## config.mk

```make
export PLATFORM = sky130hd
export DESIGN_NAME = tcw_cursor
export DESIGN_NICKNAME = d
export VERILOG_FILES = /design/src/sv/text_console_writer_defines.svh /design/src/sv/tcw_pkg.sv /design/src/sv/tcw_cursor.sv
export SDC_FILE = /design/constraint.sdc
export NUM_CORES = 1
export LEC_CHECK = 0
export ABC_AREA = 0
export BUFFER_PORTS_ARGS = -buffer_cell sky130_fd_sc_hd__buf_2
export CORE_ASPECT_RATIO = 1.25
export CORE_UTILIZATION = 32
export DETAILED_ROUTE_END_ITERATION = 16
export GPL_TIMING_DRIVEN = 0
export PLACE_DENSITY = 0.5
export SYNTH_ARGS = -nofsm -noshare
export SYNTH_HDL_FRONTEND = slang
export SYNTH_SLANG_ARGS = --single-unit
```

## constraint.sdc

```tcl
create_clock -name vclk -period 13.15
set_clock_uncertainty 0.2 [all_clocks]
set_input_delay 2.63 -clock vclk [all_inputs]
set_output_delay 2.63 -clock vclk [all_outputs]
set_load 0.01 [all_outputs]
```

## src/sv/text_console_writer_defines.svh

```systemverilog
// ----------------------------------------------------------------------------
// text_console_writer_defines
// Assertion macros shared by the text console writer RTL.
// ----------------------------------------------------------------------------
`ifndef TEXT_CONSOLE_WRITER_DEFINES_SVH
`define TEXT_CONSOLE_WRITER_DEFINES_SVH

// Check that the consequent holds in the same cycle as the antecedent
`define TCW_ASSERT_IMP(lbl, ante, cons) \
  lbl: assert property (@(posedge clk_i) disable iff (!rst_ni) (ante) |-> (cons)) \
    else $error("text console writer: same-cycle check failed");

// Check that the consequent holds in the cycle after the antecedent
`define TCW_ASSERT_NXT(lbl, ante, cons) \
  lbl: assert property (@(posedge clk_i) disable iff (!rst_ni) (ante) |=> (cons)) \
    else $error("text console writer: next-cycle check failed");

`endif

```

## src/sv/tcw_pkg.sv

```systemverilog
// ----------------------------------------------------------------------------
// tcw_pkg
// Shared types and constants of the text console writer.
// ----------------------------------------------------------------------------
`default_nettype none

package tcw_pkg;

  // Port payload widths
  localparam int unsigned CHAR_W   = 8;
  localparam int unsigned RADDR_W  = 12;
  localparam int unsigned DATA_W   = 16;
  localparam int unsigned OFFSET_W = 11;
  localparam int unsigned STYLE_W  = 8;

  // Opcodes
  localparam logic OP_WRITE = 1'b0;
  localparam logic OP_READ  = 1'b1;

  // Character codes
  localparam logic [CHAR_W-1:0] CH_BS     = 8'h08;
  localparam logic [CHAR_W-1:0] CH_TAB    = 8'h09;
  localparam logic [CHAR_W-1:0] CH_LF     = 8'h0A;
  localparam logic [CHAR_W-1:0] CH_FF     = 8'h0C;
  localparam logic [CHAR_W-1:0] CH_CR     = 8'h0D;
  localparam logic [CHAR_W-1:0] CH_CTRL_V = 8'h16;
  localparam logic [CHAR_W-1:0] CH_SPACE  = 8'h20;

  // Style after reset
  localparam logic [STYLE_W-1:0] STYLE_RESET = 8'h07;

  // Sequencer states
  typedef enum logic [6:0] {
    ST_CLEAR  = 7'b0000001,
    ST_IDLE   = 7'b0000010,
    ST_RDWAIT = 7'b0000100,
    ST_CHECK  = 7'b0001000,
    ST_COPY   = 7'b0010000,
    ST_BLANK  = 7'b0100000,
    ST_DONE   = 7'b1000000
  } state_e;

  // Actions decoded from one written byte
  typedef struct packed {
    logic put;
    logic ff;
    logic set_lit;
  } cmd_t;

endpackage

`default_nettype wire

```

## src/sv/tcw_cursor.sv

```systemverilog
// ----------------------------------------------------------------------------
// tcw_cursor
// Decodes one written byte and computes the next cursor column, row and
// tab phase (column modulo the tab stop).
// ----------------------------------------------------------------------------
`default_nettype none

module tcw_cursor #(
  parameter int unsigned COLUMNS  = 80,
  parameter int unsigned TAB_STOP = 8,
  parameter int unsigned CW       = 7,
  parameter int unsigned RW       = 5,
  parameter int unsigned PW       = 4
) (
  input  wire logic [tcw_pkg::CHAR_W-1:0] char_byte_i,
  input  wire logic                       lit_i,
  input  wire logic [CW-1:0]              col_i,
  input  wire logic [RW-1:0]              row_i,
  input  wire logic [PW-1:0]              phase_i,
  output logic [CW-1:0]                   col_o,
  output logic [RW-1:0]                   row_o,
  output logic [PW-1:0]                   phase_o,
  output tcw_pkg::cmd_t                   cmd_o
);

  localparam int unsigned TW = $clog2(2 * COLUMNS + TAB_STOP + 1);
  localparam int unsigned P_BS = (COLUMNS - 1) % TAB_STOP;
  localparam int unsigned P_W1 = (TAB_STOP - (COLUMNS % TAB_STOP)) % TAB_STOP;
  localparam int unsigned P_W2 = (TAB_STOP - ((2 * COLUMNS) % TAB_STOP)) % TAB_STOP;

  logic [TW-1:0] tab_col;

  // Next column for a tab, before wrapping
  assign tab_col = TW'(col_i) + TW'(TAB_STOP) - TW'(phase_i);

  // Decode the byte and move the cursor
  always_comb begin
    col_o   = col_i;
    row_o   = row_i;
    phase_o = phase_i;
    cmd_o   = '0;
    if (lit_i) begin
      cmd_o.put = 1'b1;
    end else begin
      case (char_byte_i)
        tcw_pkg::CH_BS: begin
          if (col_i != '0) begin
            col_o   = col_i - CW'(1);
            phase_o = (phase_i == '0) ? PW'(TAB_STOP - 1) : phase_i - PW'(1);
          end else if (row_i != '0) begin
            row_o   = row_i - RW'(1);
            col_o   = CW'(COLUMNS - 1);
            phase_o = PW'(P_BS);
          end
        end
        tcw_pkg::CH_CR: begin
          col_o   = '0;
          phase_o = '0;
        end
        tcw_pkg::CH_LF: begin
          col_o   = '0;
          phase_o = '0;
          row_o   = row_i + RW'(1);
        end
        tcw_pkg::CH_TAB: begin
          if (tab_col >= TW'(2 * COLUMNS)) begin
            col_o   = CW'(tab_col - TW'(2 * COLUMNS));
            row_o   = row_i + RW'(2);
            phase_o = PW'(P_W2);
          end else if (tab_col >= TW'(COLUMNS)) begin
            col_o   = CW'(tab_col - TW'(COLUMNS));
            row_o   = row_i + RW'(1);
            phase_o = PW'(P_W1);
          end else begin
            col_o   = CW'(tab_col);
            phase_o = '0;
          end
        end
        tcw_pkg::CH_FF: begin
          cmd_o.ff = 1'b1;
          row_o    = '0;
        end
        tcw_pkg::CH_CTRL_V: begin
          cmd_o.set_lit = 1'b1;
        end
        default: begin
          cmd_o.put = 1'b1;
        end
      endcase
    end

    // Advance after a printed character
    if (cmd_o.put) begin
      if (col_i == CW'(COLUMNS - 1)) begin
        col_o   = '0;
        row_o   = row_i + RW'(1);
        phase_o = '0;
      end else begin
        col_o   = col_i + CW'(1);
        phase_o = (phase_i == PW'(TAB_STOP - 1)) ? '0 : phase_i + PW'(1);
      end
    end
  end

endmodule

`default_nettype wire

```

### Word-level counts from Yosys, hierarchy flattened

Index checks and enable logic that the tools add are counted.

| cells by class | value |
|---|---|
| $add $sub $neg | 11 |
| multiply operators | 0 |
| div/mod/pow operators | 0 |
| $lt $le $gt $ge | 2 |
| equal/unequal tests | 8 |
| shift operators | 0 |
| mux-type cells | 29 |
| bitwise gates (word level) | 0 |
| reduce and logical (&&, ||, !) cells | 6 |

Operators by type and width:

| operator | count |
|---|---|
| 7-bit 2-to-1 mux | 7 |
| 8-bit by 4-bit equality test with 1-bit output (second input constant) | 5 |
| 5-bit 2-to-1 mux | 7 |
| 4-bit 2-to-1 mux | 7 |
| 7-bit case mux with 3 select lines | 1 |
| 5-bit case mux with 4 select lines | 1 |
| 7-bit by 4-bit adder with 8-bit output (second input constant) | 1 |
| 8-bit by 5-bit equality test with 1-bit output (second input constant) | 1 |
| 8-bit by 7-bit >= comparator with 1-bit output (second input constant) | 1 |
| 8-bit >= comparator (second input constant) | 1 |
| 4-bit case mux with 2 select lines | 1 |
| 8-bit by 4-bit subtractor with 8-bit output | 1 |
| 7-bit by 1-bit adder with 7-bit output (second input constant) | 1 |
| 7-bit equality test (second input constant) | 1 |
| 7-bit nonzero test | 1 |
| 7-bit by 1-bit subtractor with 7-bit output (second input constant) | 1 |
| 7-bit by 6-bit subtractor with 7-bit output (second input constant) | 1 |
| 7-bit subtractor (second input constant) | 1 |
| 6-bit OR reduction | 1 |
| 5-bit by 1-bit adder with 5-bit output (second input constant) | 1 |
| 5-bit by 2-bit adder with 5-bit output (second input constant) | 1 |
| 5-bit nonzero test | 1 |
| 5-bit by 1-bit subtractor with 5-bit output (second input constant) | 1 |
| 4-bit by 1-bit adder with 4-bit output (second input constant) | 1 |
| 7 further kinds | 10 |

| storage, ports and cells | value |
|---|---|
| bits in registers | 0 |
| bits in latches | 0 |
| bits in writable memories | 0 |
| ROM bits | 0 |
| input bits | 25 |
| word-level logic and storage cells | 56 |
| memories kept | 0 |

### Longest topological paths before layout

Gate-level depths: netlist (run 1).

| logic depth | value |
|---|---|
| depth after elaboration | 9 |
| gate-level depth with buffers | 16 |
| mapped depth without buffers | 16 |

### Least setup slack after synthesis (run 1)

Ideal clock, no wire load.

| timing path | value |
|---|---|
| kind | input to output |
| from | input phase_i[2] |
| to | output col_o[6] |
| data arrival time | 5.547 ns |
| path slack | 4.773 ns |
| stages on the path | 14 |
| cells stage by stage | clkbuf_1 -> inv_1 -> ha_1 -> fa_1 -> nand3_1 -> a21boi_0 -> or2_1 -> ha_1 -> and4_1 -> nor3_1 -> nand4b_1 -> and3_1 -> xnor2_1 -> o21ai_1 |

| between the ends | value |
|---|---|
| cells in the longest elaborated chain, start to end | 7 |
| elaborated cells on any way between the ends | 10 |

RTL lines:

| what | RTL line | source |
|---|---|---|
| from (decl) | tcw_cursor.sv:19 | `input wire logic [PW-1:0] phase_i,` |
| 8-bit by 4-bit subtractor with 8-bit output * | tcw_cursor.sv:34 | `assign tab_col = TW'(col_i) + TW'(TAB_STOP) - TW'(phase_i);` |
| 7-bit subtractor or 8-bit by 7-bit >= comparator with 1-bit output (tied branches) | tcw_cursor.sv:71, tcw_cursor.sv:70 |  |
| 7-bit 2-to-1 mux | tcw_cursor.sv:70 | `end else if (tab_col >= TW'(COLUMNS)) begin` |
| 7-bit 2-to-1 mux * | tcw_cursor.sv:66 | `if (tab_col >= TW'(2 * COLUMNS)) begin` |
| 7-bit case mux with 3 select lines * | tcw_cursor.sv:45 | `case (char_byte_i)` |
| 7-bit 2-to-1 mux * | tcw_cursor.sv:42 | `if (lit_i) begin` |
| 7-bit 2-to-1 mux * | tcw_cursor.sv:93 | `if (cmd_o.put) begin` |
| to (decl) | tcw_cursor.sv:20 | `output logic [CW-1:0] col_o,` |

Every way passes the cells marked *; elsewhere a longest branch is shown, timed or not.

### Final worst setup path (run 1)

| timing path | value |
|---|---|
| from | input phase_i[2] |
| to | output row_o[1] |

| between the ends | value |
|---|---|
| cells in the longest elaborated chain, start to end | 8 |
| elaborated cells on any way between the ends | 9 |

RTL lines:

| what | RTL line | source |
|---|---|---|
| 8-bit by 4-bit subtractor with 8-bit output * | tcw_cursor.sv:34 |  |
| 8-bit by 7-bit >= comparator with 1-bit output | tcw_cursor.sv:70 |  |
| 5-bit 2-to-1 mux | tcw_cursor.sv:70 |  |
| 5-bit 2-to-1 mux * | tcw_cursor.sv:66 |  |
| 5-bit case mux with 4 select lines * | tcw_cursor.sv:45 |  |
| 5-bit 2-to-1 mux * | tcw_cursor.sv:42 |  |
| 5-bit 2-to-1 mux | tcw_cursor.sv:94 | `if (col_i == CW'(COLUMNS - 1)) begin` |
| 5-bit 2-to-1 mux * | tcw_cursor.sv:93 |  |
| to (decl) | tcw_cursor.sv:21 | `output logic [RW-1:0] row_o,` |

Marks and branches as above.

==> results of run 1 <==
## how the worst min path moves through the flow
stage               start    endpoint  cells after the start
5_1_grt        phase_i[0]  phase_o[0]                      3
6_report       phase_i[0]  phase_o[0]                      3
3_3_place_gp   phase_i[0]  phase_o[0]                      3
2_1_floorplan  phase_i[0]  phase_o[0]                      1
3_5_place_dp   phase_i[0]  phase_o[0]                      3
4_1_cts        phase_i[0]  phase_o[0]                      3
## per-layer routing
layer | track usage, % | routed length (um)
met4 | 1.961 | 65
met1 | 26.86 | 3077
met3 | 0.2232 | 214
met5 | 0 | 0
met2 | 34.26 | 3125
## power by group
group | leakage (nW) | internal [mW] | switching [mW]
combinational | 1.04 | 0.0361 | 0.0505
sequential | 0 | 0 | 0
clock | 0 | 0 | 0
total | 1.04 | 0.0361 | 0.0505
## cell type report
class	instances	area share (%)
Buffer	10	2.362
Inverter	22	3.543
Multi-Input combinational cell	271	80.94
Tap cell	85	4.563
Timing Repair Buffer	40	8.588
## worst max-delay path, stage by stage
cell and delay, ns:
clkbuf_1 0.24, inv_1 0.17, ha_1 0.35, fa_1 0.47
nand3_1 0.15, a21boi_0 0.13, or2_1 0.31, ha_1 0.22
and4_1 0.19, nor3_1 0.43, a21boi_4 0.15, nor2_1 0.13
o221ai_1 0.13, a41oi_1 0.24, buf_2 0.15
## Yosys cell counts (all sizes together) (4+ instances only)
| master | instances |
|---|---|
| nand2 | 36 |
| nor2 | 26 |
| ha | 24 |
| inv | 22 |
| a21oi | 21 |
| o21ai | 19 |
| nand3 | 14 |
| nor3 | 14 |
| xnor2 | 12 |
| nor3b | 10 |
| and3 | 8 |
| buf | 7 |
| a211oi | 5 |
| nand2b | 5 |
| and2 | 4 |
| o211ai | 4 |
| o31ai | 4 |
## per-stage QoR
step	utilization [%]	area, um^2
after floorplan	-	2024
after global routing	38.05	2331
after CTS	38.05	2331
after global placement	38.05	2331
after detailed placement	38.05	2331
final	38.05	2331
## kinds of logic after synthesis
family	count (synthesis)
buf+inv	32
simple gates	141
mux	5
fa+ha+maj	25
compound gates	87
xor+xnor	13
==> results.yml, run 1 <==
run_status:
  status: "completed"
synthesis:
  synth.area.mux_share_pct: 2.658
  synth_compound_area_share_pct: 30.47
  synth_adder_area_share_pct: 15.82
  synth_top_family_by_area: "simple AND/OR/NAND/NOR gates"
  syn_avg_cell_area_um2: 6.681
  yosys.area.top_type: "ha_1"
  synthSimpleGateAreaFrac_pct: 38.63
  synth_xor_xnor_area_share_pct: 5.624
  synth_seq_area_share_pct: 0
  synth.distinct_cells: 68
  synth_area_um2: 2024
  yosysTopAreaCellShare_pct: 14.83
  synth_area_leaders: "ha_1 15%, nand2_1 6.7%, xnor2_1 5.2%, a21oi_1 4.9%, nor2_1 4.8%"
  synthCells: 303
  synth_warnings: 0
  syn-num-nets: 353
drt:
  first_pass_iters: 5
  final_antenna_net_count: 0
  dr.first_iter.drc_count: 91
  drt_wl_total_mm: 6.482
  viasPerCell: 5.481
  post_drt_wl_per_cell_um: 15.14
  drc: 0
  vias: 2346
sta:
  setup_viol: 0
  finalCritPeriodShare_pct: 67.90
  tns_ns: 0
  hold_viol_final: 0
  holdWs_ns: 5.419
  worstMarginPinSlew_ns: 0.8709
  fmax_mhz: 112.0
  max_slew_margin_pct: 41.12
  min_period_ns: 8.929
  slew_viol_final: 0
  rsz0062_at_grt: "no"
  setup_slack_ns: 4.221
worst_setup_path:
  endpoint: "row_o[1]"
  cp.arrival_ns: 6.10
  crit_required_ns: 10.32
  worstPathMaxFanout: 7
  crit_path_start_kind: "primary input"
  startpoint: "phase_i[2]"
  critPathKind: "in -> out"
  endpoint_kind: "output port"
floorplan:
  die_x_um: 73.14
  fp.dieH_um: 90.93
  rows: 32
  core_um2: 6126
  die_area_um2: 6650
  initial_core_util_pct: 33.05
  pin_count: 44
placed_design:
  dpl.cell_count: 428
  pre_cts_ws_ns: 4.305
  hpwl_mm: 5.299
  io_buffer_count: 40
  place_congestion: 0.8264
cells_and_area:
  seq_area_um2: 0
  most-common-layout-cells: "45 x buf_2, 36 x nand2_1, 26 x nor2_1"
  fillers: 677
  clkbuf_count: 0
  layout-drive-gt1-share_pct: 20.12
  multi_input_area_um2: 1887
  final_cells: 428
  nets: 395
  n_sequential_cell: 0
  n_antenna_cell: 0
  area_delta_synth_final_pct: 15.14
  final_common_cell: "buf_2"
power_and_ir_drop:
  p_per_area_nw_per_um2: 37.18
  ir_worst_vdd_mv: 0.02492
  p_leak_nw: 1.039
  finalPower_mw: 0.08666
clocking:
  cts_setup_buffers: 0
  postCtsResizedCells: 0
  ctsHoldBuffers: 0
global_route:
  grt_start_max_net_pins: 11
  antenna_found_initial: 0
  grtUsageTotal_pct: 19.46
  grt-ovfl-total: 0
  grt_first_pass_wirelength_mm: 10.53
  grt_pass1_vias: 2179
flow_run:
  max-cap-violations: 0
min_path:
  hp-class: "in -> out"
No activity file was read; power rests on OpenSTA's default activity.
==> inputs of run 2 (changes only) <==
--- a/config.mk
+++ b/config.mk
@@ -11,7 +11,7 @@
 export CORE_UTILIZATION = 32
 export DETAILED_ROUTE_END_ITERATION = 16
 export GPL_TIMING_DRIVEN = 0
-export PLACE_DENSITY = 0.5
+export PLACE_DENSITY = 0.52
 export SYNTH_ARGS = -nofsm -noshare
 export SYNTH_HDL_FRONTEND = slang
 export SYNTH_SLANG_ARGS = --single-unit
==> constraint.sdc (replaced) <==
create_clock -name vclk -period 7.9
set_clock_uncertainty 0.2 [all_clocks]
set_input_delay 1.58 -clock vclk [all_inputs]
set_output_delay 1.58 -clock vclk [all_outputs]
set_load 0.01 [all_outputs]
==> run 2 against run 1 <==
Net effect: first-iteration DRC count is 7.7% lower; die area stayed put; worst hold slack worse by 2.1 ns; critical endpoint unchanged; combinational power is 67% higher; critical path type unchanged.
==> results.yml, run 2 (synthesized netlist as in run 1, its figures left out) <==
clocking:
  cts_setup_buffers: 0
  ctsHoldBuffers: 0
  postCtsResizedCells: 0
sta:
  rsz0062_at_grt: "no"
  fmax_mhz: 147.0
  setup_viol: 0
  min_period_ns: 6.802
  hold_viol_final: 0
  max_slew_margin_pct: 31.94
  finalCritPeriodShare_pct: 86.11
  slew_viol_final: 0
  worstMarginPinSlew_ns: 1.007
  tns_ns: 0
min_path:
  hp-class: "in -> out"
drt:
  viasPerCell: 5.549
  drc: 0
  dr.first_iter.drc_count: 84
  final_antenna_net_count: 0
  first_pass_iters: 4
  drt_wl_total_mm: 6.378
  post_drt_wl_per_cell_um: 14.90
  vias: 2375
worst_setup_path:
  crit_required_ns: 6.12
  cp_top_family: "simple AND/OR/NAND/NOR gates"
  slowest_delay_ns: 0.47
  crit_chain: "clkbuf_1 -> inv_1 -> ha_1 -> fa_1 -> nand3_1 -> a21boi_0 -> or2_1 -> ha_1 -> and4_1 -> nor3_1 -> a21boi_4 -> nor2_1 -> o221ai_1 -> a41oi_1 -> buf_2"
  crit_buf_inv: 3
  cp.arrival_ns: 5.02
  worstPathMaxFanout: 7
  critPathKind: "in -> out"
  endpoint_kind: "output port"
  crit_slowest_cell: "fa_1"
  critPathMostFrequentCell: "ha_1"
  crit_path_start_kind: "primary input"
run_status:
  status: "completed"
global_route:
  use_met1_pct: 26.52
  busiest_layer: "met2"
  grt_start_max_net_pins: 11
  antenna_found_initial: 0
  grtUsageMet2_pct: 33.41
  grt_pass1_vias: 2088
  gr-usage-met3_pct: 0.1116
  grt_first_pass_wirelength_mm: 10.29
  grt-ovfl-total: 0
  grtUsageTotal_pct: 19.03
floorplan:
  core_um2: 6126
  rows: 32
  initial_core_util_pct: 33.05
  die_x_um: 73.14
  die_area_um2: 6650
  pin_count: 44
  fp.dieH_um: 90.93
power_and_ir_drop:
  p_per_area_nw_per_um2: 62.07
  p_leak_nw: 1.039
  ir_worst_vdd_mv: 0.05624
placed_design:
  io_buffer_count: 40
  place_area_um2: 2331
  hpwl_mm: 5.229
  place_congestion: 0.8266
cells_and_area:
  most-common-layout-cells: "45 x buf_2, 36 x nand2_1, 26 x nor2_1"
  seq_area_um2: 0
  layout-drive-gt1-share_pct: 20.12
  n_sequential_cell: 0
  area_delta_synth_final_pct: 15.14
  clkbuf_count: 0
  final_area_um2: 2331
  fillers: 703
  n_antenna_cell: 0
  final_common_cell: "buf_2"
  nets: 395
flow_run:
  max-cap-violations: 0
run 2: cell counts in the layout (fill, tap and decap cells not counted):
No cell type changed its count.
run 2: power by group:
part           total, mW  switching [mW]  leakage [nW]  internal [mW]
clock                  0               0             0              0
combinational      0.145          0.0844          1.04         0.0603
sequential             0               0             0              0
run 2: final timing paths:
check | start | slack, ns | cells after the start | endpoint
worst min-delay path | phase_i[0] | 3.32 | 3 | phase_o[0]
worst max-delay path | phase_i[2] | 1.10 | 15 | row_o[1]
run 2: final cells by class:
| type | instances | area, um^2 | area share (%) |
|---|---|---|---|
| Inverter | 22 | 82.58 | 3.543 |
| Buffer | 10 | 55.05 | 2.362 |
| Tap cell | 85 | 106.4 | 4.563 |
| Timing Repair Buffer | 40 | 200.2 | 8.588 |
| Multi-Input combinational cell | 271 | 1887 | 80.94 |
run 2: through the flow:
stage	cells	setup WS [ns]	hold WS, ns	power [mW]	util (%)
final	428	1.098	3.321	0.1447	38.05
after CTS	428	1.123	3.325	0.1449	38.05
after floorplan	303	1.623	3.062	0.1036	-
after global placement	428	1.124	3.327	0.1436	38.05
after global routing	428	0.8774	3.349	0.1626	38.05
after detailed placement	428	1.120	3.322	0.1440	38.05
run 2: worst min-delay path: cells and delay by family:
family	cells	cell delay [ns]
AO/OA/AOI/OAI	1	0.08
buffers and inverters	2	0.28
run 2: per-layer routing:
| layer | routed length (um) | share of wire [%] | vias to the layer above |
|---|---|---|---|
| met1 | 3007 | 47 | 1118 |
| li1 | - | - | 1204 |
| met2 | 3121 | 49 | 47 |
| met5 | 0 | 0 | - |
| met3 | 186 | 2.9 | 6 |
| met4 | 63 | 0.99 | 0 |
==> inputs of run 3 (changes only) <==
--- a/config.mk
+++ b/config.mk
@@ -7,11 +7,13 @@
 export LEC_CHECK = 0
 export ABC_AREA = 0
 export BUFFER_PORTS_ARGS = -buffer_cell sky130_fd_sc_hd__buf_2
+export CELL_PAD_IN_SITES_DETAIL_PLACEMENT = 0
+export CELL_PAD_IN_SITES_GLOBAL_PLACEMENT = 1
 export CORE_ASPECT_RATIO = 1.25
 export CORE_UTILIZATION = 32
 export DETAILED_ROUTE_END_ITERATION = 16
 export GPL_TIMING_DRIVEN = 0
-export PLACE_DENSITY = 0.52
+export PLACE_DENSITY = 0.7
 export SYNTH_ARGS = -nofsm -noshare
 export SYNTH_HDL_FRONTEND = slang
 export SYNTH_SLANG_ARGS = --single-unit
==> run 3 against run 2 <==
Net effect: sequential share of layout area unchanged; cell area unchanged; highest routed layer unchanged; final cell count unchanged; core utilization unchanged; global-route usage increased by 0.61 points; combinational power about the same; maximum frequency increased by 1.0%; flip-flop and latch count unchanged; non-clock buffer count unchanged; largest cell class unchanged; count of clock-buffer cells in the layout unchanged; largest power group unchanged; first-iteration DRC count increased by 70%.
==> results.yml, run 3 (synthesized netlist as in run 1, its figures left out) <==
sta:
  slew_viol_final: 0
  min_period_ns: 6.734
  setup_slack_ns: 1.166
  setup_viol: 0
  finalCritPeriodShare_pct: 85.24
  rsz0062_at_grt: "no"
  fmax_mhz: 148.5
  hold_viol_final: 0
  tns_ns: 0
  worstMarginPinSlew_ns: 0.9803
  holdWs_ns: 3.342
  max_slew_margin_pct: 33.72
cells_and_area:
  final_area_um2: 2331
  finalCoreUtilization_pct: 38.05
  clkbuf_count: 0
  layout-drive-gt1-share_pct: 20.12
  final_common_cell: "buf_2"
  nets: 395
  area_delta_synth_final_pct: 15.14
  n_sequential_cell: 0
  seq_area_um2: 0
  most-common-layout-cells: "45 x buf_2, 36 x nand2_1, 26 x nor2_1"
  n_antenna_cell: 0
  final_cells: 428
floorplan:
  pin_count: 44
  rows: 32
  initial_core_util_pct: 33.05
  core_um2: 6126
  die_area_um2: 6650
  fp.dieH_um: 90.93
  die_x_um: 73.14
global_route:
  grtUsageTotal_pct: 19.64
  grt-ovfl-total: 0
  grt_pass1_vias: 2240
  grt_start_max_net_pins: 11
  antenna_found_initial: 0
  grt_first_pass_wirelength_mm: 10.62
drt:
  final_antenna_net_count: 0
  first_pass_iters: 6
  viasPerCell: 5.549
  drt_wl_total_mm: 6.559
  dr.first_iter.drc_count: 143
  drc: 0
  post_drt_wl_per_cell_um: 15.32
  vias: 2375
power_and_ir_drop:
  ir_worst_vdd_mv: 0.03427
  p_seq_share_pct: 0
  clkPwrFrac_pct: 0
  pwr-share-comb_pct: 100.0
  p_per_area_nw_per_um2: 62.20
  p_sw_share_pct: 58.60
  internal_power_mw: 0.06003
  p_switching_mw: 0.08496
  p_leak_nw: 1.039
  finalPower_mw: 0.1450
worst_setup_path:
  slowest_delay_ns: 0.47
  crit_chain: "clkbuf_1 -> inv_1 -> ha_1 -> fa_1 -> nand3_1 -> a21boi_0 -> or2_1 -> ha_1 -> and4_1 -> nor3_1 -> a21boi_4 -> nor2_1 -> o221ai_1 -> a41oi_1 -> buf_2"
  crit_slowest_cell: "fa_1"
  crit_buf_inv: 3
  endpoint: "row_o[1]"
  crit_cells: 15
  worstPathMaxFanout: 7
  cp.arrival_ns: 4.95
  endpoint_kind: "output port"
  startpoint: "phase_i[2]"
  crit_path_start_kind: "primary input"
  cp_top_family: "simple AND/OR/NAND/NOR gates"
  critPathKind: "in -> out"
  critPathMostFrequentCell: "ha_1"
  crit_required_ns: 6.12
run_status:
  status: "completed"
placed_design:
  place_congestion: 0.8459
  io_buffer_count: 40
  dpl.cell_count: 428
  hpwl_mm: 5.345
  pre_cts_ws_ns: 1.142
  place_area_um2: 2331
clocking:
  cts_setup_buffers: 0
  ctsHoldBuffers: 0
  postCtsResizedCells: 0
min_path:
  hold_depth: 3
  hp-class: "in -> out"
flow_run:
  max-cap-violations: 0
## run 3: cell counts in the layout (fill, tap and decap cells not counted)
Identical to the previous run, type by type.
## run 3: power groups by stage
stage | clock network (mW) | logic [mW] | registers, mW
after floorplan | 0 | 0.104 | 0
after global placement | 0 | 0.144 | 0
after detailed placement | 0 | 0.145 | 0
after CTS | 0 | 0.146 | 0
after global routing | 0 | 0.162 | 0
final | 0 | 0.145 | 0
## run 3: worst min-delay path: stages
cell and delay, ns:
buf_2 0.15, a31oi_1 0.09, buf_2 0.14
## run 3: metal layers
metal  wire length [um]  share of wire, %  GRT usage (%)  vias to the layer above
met4                190               2.9          5.719                        0
met2               3124                48          34.80                       54
met5                  0                 0              0                        -
li1                   -                 -              -                     1209
met3                185               2.8         0.1116                       14
met1               3059                47          25.45                     1098
## run 3: worst min path at each step
stage / startpoint / to / slack, ns
after floorplan: phase_i[0] / phase_o[0] / 3.06
after global placement: phase_i[0] / phase_o[0] / 3.34
after detailed placement: phase_i[0] / phase_o[0] / 3.34
after CTS: phase_i[0] / phase_o[0] / 3.34
after global routing: phase_i[0] / phase_o[0] / 3.37
final: phase_i[0] / phase_o[0] / 3.34
## run 3: layout make-up
class / count / area [um^2]
Timing Repair Buffer: 40 / 200.2
Buffer: 10 / 55.05
Fill cell: 685 / 3795
Inverter: 22 / 82.58
Tap cell: 85 / 106.4
Multi-Input combinational cell: 271 / 1887
